**src/hw/rtl/smsf_pkg.sv**
```systemverilog
`timescale 1ns / 1ps
package smsf_pkg;

   localparam int WINDOW   = 32;
   localparam int SAMPLE_W = 10;
   localparam int IDX_W    = (WINDOW > 1) ? $clog2(WINDOW) : 1;
   localparam int CNT_W    = $clog2(WINDOW + 1);
   localparam int BIT_W    = $clog2(SAMPLE_W);

   // Ranks (zero based) of the order statistics that form the median.
   localparam bit WIN_ODD  = (WINDOW % 2) == 1;
   localparam int RANK_LO  = WIN_ODD ? (WINDOW - 1) / 2 : WINDOW / 2 - 1;
   localparam int RANK_HI  = WINDOW / 2;

   typedef logic [SAMPLE_W-1:0] sample_type;
   typedef logic [IDX_W-1:0]    index_type;
   typedef logic [CNT_W-1:0]    count_type;
   typedef logic [BIT_W-1:0]    bit_sel_type;

endpackage

```
**src/hw/rtl/smsf_req_if.sv**
```systemverilog
`timescale 1ns / 1ps
interface smsf_req_if import smsf_pkg::*; ();
   logic       valid;
   logic       ready;
   sample_type sample;

   modport source (output valid, output sample, input ready);
   modport sink (input valid, input sample, output ready);
endinterface

```
**src/hw/rtl/smsf_rsp_if.sv**
```systemverilog
`timescale 1ns / 1ps
interface smsf_rsp_if import smsf_pkg::*; ();
   logic       valid;
   logic       ready;
   sample_type median;

   modport source (output valid, output median, input ready);
   modport sink (input valid, input median, output ready);
endinterface

```
**src/hw/rtl/smsf_ram.sv**
```systemverilog
`timescale 1ns / 1ps
module smsf_ram #(
   parameter int WIDTH = 8,
   parameter int DEPTH = 16
) (
   input  logic                                       clock,
   input  logic                                       wr_en,
   input  logic [((DEPTH > 1) ? $clog2(DEPTH) : 1)-1:0] wr_addr,
   input  logic [WIDTH-1:0]                           wr_data,
   input  logic                                       rd_en,
   input  logic [((DEPTH > 1) ? $clog2(DEPTH) : 1)-1:0] rd_addr,
   output logic [WIDTH-1:0]                           rd_data
);

   logic [WIDTH-1:0] mem [DEPTH];
   logic [WIDTH-1:0] rd_data_ff;

   always_ff @(posedge clock) begin
      if (wr_en) begin
         mem[wr_addr] <= wr_data;
      end
      if (rd_en) begin
         rd_data_ff <= mem[rd_addr];
      end
   end

   assign rd_data = rd_data_ff;

endmodule

```
**src/hw/rtl/sliding_median_sample_filter.sv**
```systemverilog
`timescale 1ns / 1ps
// Operation: the single comparator and counter sweep the window RAM once per result bit,
// ten sweeps for each order statistic; an even WINDOW selects two order statistics.
// Throughput: a new transaction is accepted only after the previous result has been
// handed to the output register, since ready is held low while a sweep is in progress.
// Reset: synchronous and active high; the window reads as all zeros through per-slot
// valid bits, the write position returns to zero and both channels go idle at once.
module sliding_median_sample_filter import smsf_pkg::*; (
   input  logic        clock,
   input  logic        reset,
   smsf_req_if.sink    req_if,
   smsf_rsp_if.source  rsp_if
);

   localparam logic [1:0] ST_IDLE = 2'd0;
   localparam logic [1:0] ST_SCAN = 2'd1;
   localparam logic [1:0] ST_OUT  = 2'd2;

   logic [1:0]        state_ff, state_in;
   index_type         wpos_ff, wpos_in;
   logic [WINDOW-1:0] vld_ff, vld_in;
   index_type         addr_ff, addr_in;
   logic              issue_ff, issue_in;
   logic              pend_ff, pend_in;
   logic              vld_rd_ff, vld_rd_in;
   count_type         cnt_ff, cnt_in;
   bit_sel_type       bit_ff, bit_in;
   sample_type        prefix_ff, prefix_in;
   sample_type        lo_ff, lo_in;
   logic              sel_ff, sel_in;
   sample_type        res_ff, res_in;
   logic              rsp_valid_ff, rsp_valid_in;
   sample_type        rsp_median_ff, rsp_median_in;

   logic              req_accept;
   logic              rd_en;
   sample_type        rd_data;
   sample_type        rd_val;
   sample_type        thr;
   logic              lt;
   count_type         cnt_sum;
   count_type         rank;
   sample_type        new_prefix;
   logic              last;
   logic [SAMPLE_W:0] mean_sum;

   assign req_accept = req_if.valid && req_if.ready;
   assign rd_en      = (state_ff == ST_SCAN) && issue_ff;

   smsf_ram #(
      .WIDTH (SAMPLE_W),
      .DEPTH (WINDOW)
   ) u_window (
      .clock   (clock),
      .wr_en   (req_accept),
      .wr_addr (wpos_ff),
      .wr_data (req_if.sample),
      .rd_en   (rd_en),
      .rd_addr (addr_ff),
      .rd_data (rd_data)
   );

   // Radix selection: a result bit stays clear when more than rank entries lie below
   // the trial threshold.
   assign rd_val     = vld_rd_ff ? rd_data : '0;
   assign thr        = prefix_ff | (SAMPLE_W'(1) << bit_ff);
   assign lt         = rd_val < thr;
   assign cnt_sum    = cnt_ff + CNT_W'(lt);
   assign rank       = (WIN_ODD || !sel_ff) ? CNT_W'(RANK_LO) : CNT_W'(RANK_HI);
   assign new_prefix = (cnt_sum > rank) ? prefix_ff : thr;
   assign last       = pend_ff && !issue_ff;
   assign mean_sum   = {1'b0, lo_ff} + {1'b0, new_prefix};

   always_comb begin
      state_in      = state_ff;
      wpos_in       = wpos_ff;
      vld_in        = vld_ff;
      addr_in       = addr_ff;
      issue_in      = issue_ff;
      pend_in       = 1'b0;
      vld_rd_in     = vld_ff[addr_ff];
      cnt_in        = cnt_ff;
      bit_in        = bit_ff;
      prefix_in     = prefix_ff;
      lo_in         = lo_ff;
      sel_in        = sel_ff;
      res_in        = res_ff;
      rsp_valid_in  = rsp_valid_ff;
      rsp_median_in = rsp_median_ff;

      if (rsp_valid_ff && rsp_if.ready) begin
         rsp_valid_in = 1'b0;
      end

      case (state_ff)
         ST_IDLE: begin
            if (req_if.valid) begin
               vld_in[wpos_ff] = 1'b1;
               wpos_in   = (wpos_ff == IDX_W'(WINDOW - 1)) ? '0 : wpos_ff + IDX_W'(1);
               state_in  = ST_SCAN;
               addr_in   = '0;
               issue_in  = 1'b1;
               cnt_in    = '0;
               bit_in    = BIT_W'(SAMPLE_W - 1);
               prefix_in = '0;
               sel_in    = 1'b0;
            end
         end
         ST_SCAN: begin
            pend_in = issue_ff;
            if (issue_ff) begin
               addr_in = addr_ff + IDX_W'(1);
               if (addr_ff == IDX_W'(WINDOW - 1)) begin
                  issue_in = 1'b0;
               end
            end
            if (pend_ff) begin
               cnt_in = cnt_sum;
            end
            if (last) begin
               cnt_in    = '0;
               addr_in   = '0;
               issue_in  = 1'b1;
               prefix_in = new_prefix;
               if (bit_ff != '0) begin
                  bit_in = bit_ff - BIT_W'(1);
               end else begin
                  bit_in    = BIT_W'(SAMPLE_W - 1);
                  prefix_in = '0;
                  if (!WIN_ODD && !sel_ff) begin
                     sel_in = 1'b1;
                     lo_in  = new_prefix;
                  end else begin
                     res_in   = WIN_ODD ? new_prefix : mean_sum[SAMPLE_W:1];
                     issue_in = 1'b0;
                     state_in = ST_OUT;
                  end
               end
            end
         end
         ST_OUT: begin
            if (!rsp_valid_ff || rsp_if.ready) begin
               rsp_valid_in  = 1'b1;
               rsp_median_in = res_ff;
               state_in      = ST_IDLE;
            end
         end
         default: begin
            state_in = ST_IDLE;
         end
      endcase
   end

   always_ff @(posedge clock) begin
      if (reset) begin
         state_ff     <= ST_IDLE;
         wpos_ff      <= '0;
         vld_ff       <= '0;
         issue_ff     <= 1'b0;
         pend_ff      <= 1'b0;
         rsp_valid_ff <= 1'b0;
      end else begin
         state_ff     <= state_in;
         wpos_ff      <= wpos_in;
         vld_ff       <= vld_in;
         issue_ff     <= issue_in;
         pend_ff      <= pend_in;
         rsp_valid_ff <= rsp_valid_in;
      end
   end

   always_ff @(posedge clock) begin
      addr_ff       <= addr_in;
      vld_rd_ff     <= vld_rd_in;
      cnt_ff        <= cnt_in;
      bit_ff        <= bit_in;
      prefix_ff     <= prefix_in;
      lo_ff         <= lo_in;
      sel_ff        <= sel_in;
      res_ff        <= res_in;
      rsp_median_ff <= rsp_median_in;
   end

   assign req_if.ready  = (state_ff == ST_IDLE);
   assign rsp_if.valid  = rsp_valid_ff;
   assign rsp_if.median = rsp_median_ff;

   // A transaction always starts a window sweep.
   a_accept_scan: assert property (@(posedge clock) disable iff (reset)
      req_accept |=> (state_ff == ST_SCAN) && issue_ff && (addr_ff == '0))
      else $error("accepted transaction did not start a sweep");

   // Data return only follows an issued read.
   a_pend_issue: assert property (@(posedge clock) disable iff (reset)
      pend_ff |-> $past(rd_en))
      else $error("read data flagged without a preceding read");

   // The running count never passes the number of window entries.
   a_cnt_range: assert property (@(posedge clock) disable iff (reset)
      (state_ff == ST_SCAN) |-> (cnt_ff <= CNT_W'(WINDOW)))
      else $error("comparison count exceeds window size");

   // A new result never appears while a transaction is being processed.
   a_rsp_origin: assert property (@(posedge clock) disable iff (reset)
      $rose(rsp_valid_ff) |-> $past(state_ff == ST_OUT))
      else $error("result raised outside the output state");

endmodule
```
**src/flat_wrapper.sv**
```systemverilog
// flat-port wrapper written by rule: the top's interface ports become plain ports
module sliding_median_sample_filter_flat import smsf_pkg::*;
  (clock, reset, req_if_valid, req_if_sample, req_if_ready, rsp_if_valid, rsp_if_median, rsp_if_ready);
  smsf_req_if req_if_i ();
  smsf_rsp_if rsp_if_i ();
  input  logic clock;
  input  logic reset;
  input wire logic [$bits(req_if_i.valid)-1:0] req_if_valid;
  input wire logic [$bits(req_if_i.sample)-1:0] req_if_sample;
  output wire logic [$bits(req_if_i.ready)-1:0] req_if_ready;
  output wire logic [$bits(rsp_if_i.valid)-1:0] rsp_if_valid;
  output wire logic [$bits(rsp_if_i.median)-1:0] rsp_if_median;
  input wire logic [$bits(rsp_if_i.ready)-1:0] rsp_if_ready;
  assign req_if_i.valid = req_if_valid;
  assign req_if_i.sample = req_if_sample;
  assign req_if_ready = req_if_i.ready;
  assign rsp_if_valid = rsp_if_i.valid;
  assign rsp_if_median = rsp_if_i.median;
  assign rsp_if_i.ready = rsp_if_ready;
  sliding_median_sample_filter u_core (.clock(clock), .reset(reset), .req_if(req_if_i), .rsp_if(rsp_if_i));
endmodule
```
**config.mk**
```make
export PLATFORM = sky130hd
export DESIGN_NAME = sliding_median_sample_filter_flat
export DESIGN_NICKNAME = d
export VERILOG_FILES = /design/src/hw/rtl/smsf_pkg.sv /design/src/hw/rtl/smsf_req_if.sv /design/src/hw/rtl/smsf_rsp_if.sv /design/src/hw/rtl/smsf_ram.sv /design/src/hw/rtl/sliding_median_sample_filter.sv /design/src/flat_wrapper.sv
export SDC_FILE = /design/constraint.sdc
export NUM_CORES = 1
export LEC_CHECK = 0
export CAP_MARGIN = 20
export CORE_MARGIN = 2
export CORE_UTILIZATION = 35
export DETAILED_ROUTE_END_ITERATION = 7
export DONT_BUFFER_PORTS = 1
export PLACE_DENSITY = 0.5
export SLEW_MARGIN = 10
export SYNTH_ARGS = -nofsm -noshare
export SYNTH_HDL_FRONTEND = slang
export SYNTH_SLANG_ARGS = --single-unit
```
**constraint.sdc**
```tcl
create_clock -name clock -period 7.8 [get_ports clock]
set_input_delay 0.78 -clock clock [delete_from_list [all_inputs] [get_ports clock]]
set_output_delay 0.78 -clock clock [all_outputs]
set_load 0.1 [all_outputs]
```
==> results.md <==
- Total nets after synthesis: 993
- Worst Path Arrival: 6.49 ns
- Crit path to: u_core.res_ff[9]
- Peak supply drop: 0.131 mV
- Most area-consuming cells after synthesis: edfxtp_1, mux4_2, dfxtp_1, ha_1, nor2_1
- Relative slew slack: 24.9%
- Starting Density: 35.4%
- Synthesized instance count: 941
- Critical path class: flop to flop
- Die Ht: 227 um
- Commonest cells in the netlist: edfxtp_1, nor2_1, mux4_2
- Post-synthesis register bit count: 429
- Top Usage Layer GRT: met2
- Grt ovf: 0
- RSZ-0062 raised after global routing: false
- Vias: 8356
- Synth Warn #: 0
- Worst Min Path Start: reset
- Maxcap violations: 0
- Initial drt markers: 567
- Async set-reset flop share out of synthesis: 0%
- CP Capture Type: flop
- # fillers: 4385
- Hold Path Class: primary input to flop
- Data required time of the worst path: 8.11 ns
- Top_reg_cell synth: edfxtp_1
- Dpl hpwl: 22300 um
- Max Clock Freq: 0.162 GHz
- Power per cell area: 258 nW/um^2
- Top-count cell post-synth: edfxtp_1
- Met2 Resource Use GR: 22.5%
- # nets final: 1035
- Vias per Instance: 4.96
- Initial antenna violation count: 0
- Slew @ Worst Pin: 1.12 ns
- Largest net degree at the start of global routing: 92
- Post-route ant nets: 0
- Vias in the first global route: 8603
- Avg Cell Area, Syn: 18.4 um^2
- Outcome: complete, no violations
- CTS Buf Count: 48
- Reg area: 12500 um^2
- CORE AREA: 49000 um^2
- TritonRoute pass-1 iters: 5
- Clock sink count: 429
- R2r startpoint: u_core.bit_ff[0]
- Worst r2r path cells: 25
- Yosys top cell by area: edfxtp_1
- GP Congestion: 0.749
- CP startpoint: u_core.bit_ff[0]
- Slowest stage delay, CP: 0.61 ns
- M1 GR Usage: 21.4%
- Final setup viols: 0
- Root Buffer: clkbuf_16
- Clock Latency Late Sink: 0.59 ns
- DRT Wirelength: 36700 um
- Synth top area share: 66.8%
- Clock buffer depth: 3
- Routing usage on met3: 2.88%
- H-tree Lvls: 2
- CP max stage cell: nor3b_1
- Postcts setup bufs: 0
- Synth cell types: 43
- Die ar.: 51400 um^2
- CTS tree: yes
- Post-synthesis sequential area ratio: 71.8%
- First-pass GRT wire length: 55500 um
- Reg2reg setup slack: 1.62 ns
- Fraction of layout cells with a size suffix above 1: 22.8%
- Post_cts resized: 0
- Number of synthesized flops with an enable pin: 386
- Hold_buf cts: 0
- Reg2reg end: u_core.res_ff[9]
- Antenna Cells: 0
- Die X: 227 um
- Core Rows: 81
- Startpoint Class: flop
- Area of the multi-input gates: 4680 um^2
- Period utilization: 79.2%
- Mapped Area: 17300 um^2
- Total power: 5110 uW
- Avg WL per Cell: 21.8 um
- I/O pin count: 26
- Setup TNS: 0 ns
- DRC violations left: 0
- PortBufs: 0
- Final Hold Fails: 0
- Crit-path max FO: 10
- Final min period: 6.18 ns
- Clock skew: 0.0360 ns
- Cell repeated most along the worst path: o21ai_0
- Area Growth Syn to Fin: 14.0%
- Leakage: 0.00642 uW
- Gr usage total: 14.8%
- Clock transition at the registers of the reported paths: 0.06 ns
- Final slew viol count: 0
state kept, by name, summed over array words and instances (netlist names), 2 cells and up:
register / flops
u_core.addr_ff: 5
u_core.bit_ff: 4
u_core.cnt_ff: 6
u_core.lo_ff: 10
u_core.prefix_ff: 10
u_core.res_ff: 10
u_core.rsp_if.median: 10
u_core.state_ff: 2
u_core.u_window.mem: 320
u_core.u_window.rd_data: 10
u_core.vld_ff: 32
u_core.wpos_ff: 5
cells by family after synthesis:
family / synth area share (%)
AO/OA/AOI/OAI: 2.75
XOR/XNOR: 0.707
adder cells (fa/ha/maj): 2.78
buffers and inverters: 1.27
flip-flops: 71.8
multiplexers: 15.0
AND/OR/NAND/NOR: 5.71
stage by stage:
stage / util [%] / setup WS [ns] / hold WS (ns) / instance area, um^2 / cells
6_report: 40.4 / 1.62 / 0.255 / 19800 / 1684
2_1_floorplan: - / 2.49 / 0.400 / 17300 / 941
3_3_place_gp: 37.0 / 1.70 / 0.406 / 18100 / 1583
4_1_cts: 40.3 / 1.51 / 0.214 / 19700 / 1678
5_1_grt: 40.4 / 1.07 / 0.230 / 19800 / 1684
3_5_place_dp: 37.2 / 1.53 / 0.407 / 18200 / 1591
critical path: cells and delay by family (launching register included):
kind	cells	cell delay, ns
DFF	1	0.45
xor gates and xnor gates	1	0.16
buffers and inverters	1	0.14
and+or+nand+nor	5	1.27
AOI/OAI and AO/OA	13	2.54
adders and majority gates	5	1.35
how the worst min path moves through the flow:
| stage | to | slack [ns] | depth (start not counted) |
|---|---|---|---|
| global route | u_core.wpos_ff[0] | 0.23 | 1 |
| detailed placement | u_core.rsp_if.median[9] | 0.41 | 0 |
| floorplan | u_core.rsp_if.median[0] | 0.40 | 0 |
| CTS | u_core.wpos_ff[1] | 0.21 | 1 |
| global placement | u_core.rsp_if.median[0] | 0.41 | 0 |
| finish | u_core.wpos_ff[1] | 0.26 | 1 |
cell type report:
type                       count  share of cell area (%)
clock buffer                  69                    6.68
tap                          664                    4.20
sequential                   429                    63.0
timing repair buffer          30                    1.26
multi-input combinational    464                    23.7
inverter                      10                   0.190
clock inverter                18                    1.02
per-layer routing:
| layer | part of all wire (%) | vias to the layer above |
|---|---|---|
| met5 | 0 | - |
| met4 | 1.9 | 0 |
| met3 | 4.7 | 44 |
| met2 | 45 | 163 |
| met1 | 48 | 4325 |
| li1 | - | 3824 |
where the power goes:
| group | internal, uW | total, uW | switching [uW] |
|---|---|---|---|
| Combinational | 178 | 377 | 199 |
| Sequential | 2540 | 2550 | 15.5 |
| Clock | 1280 | 2180 | 902 |
layout by cell type (no fill, tap or decap), types with 2 or more instances in the layout:
cell and instances:
nand2_1 32, nor2b_1 8, buf_4 26, and3_1 5, clkbuf_16 48, nor2_1 110, or2_2 2, dfxtp_1 43
a21oi_1 31, clkbuf_1 17, o21ai_0 11, a31oi_1 3, mux2_2 11, clkinv_2 6, nand3_1 8, and2_1 28
a21o_1 6, bufinv_16 3, inv_1 10, nor3_1 12, clkinv_1 6, xnor2_1 9, mux4_2 110, a31o_2 10
nand2b_1 6, ha_1 37, xor2_1 5, o21ba_2 3, buf_6 3, edfxtp_1 386, clkbuf_8 4
Note: power is estimated with default switching activity, not from simulation.
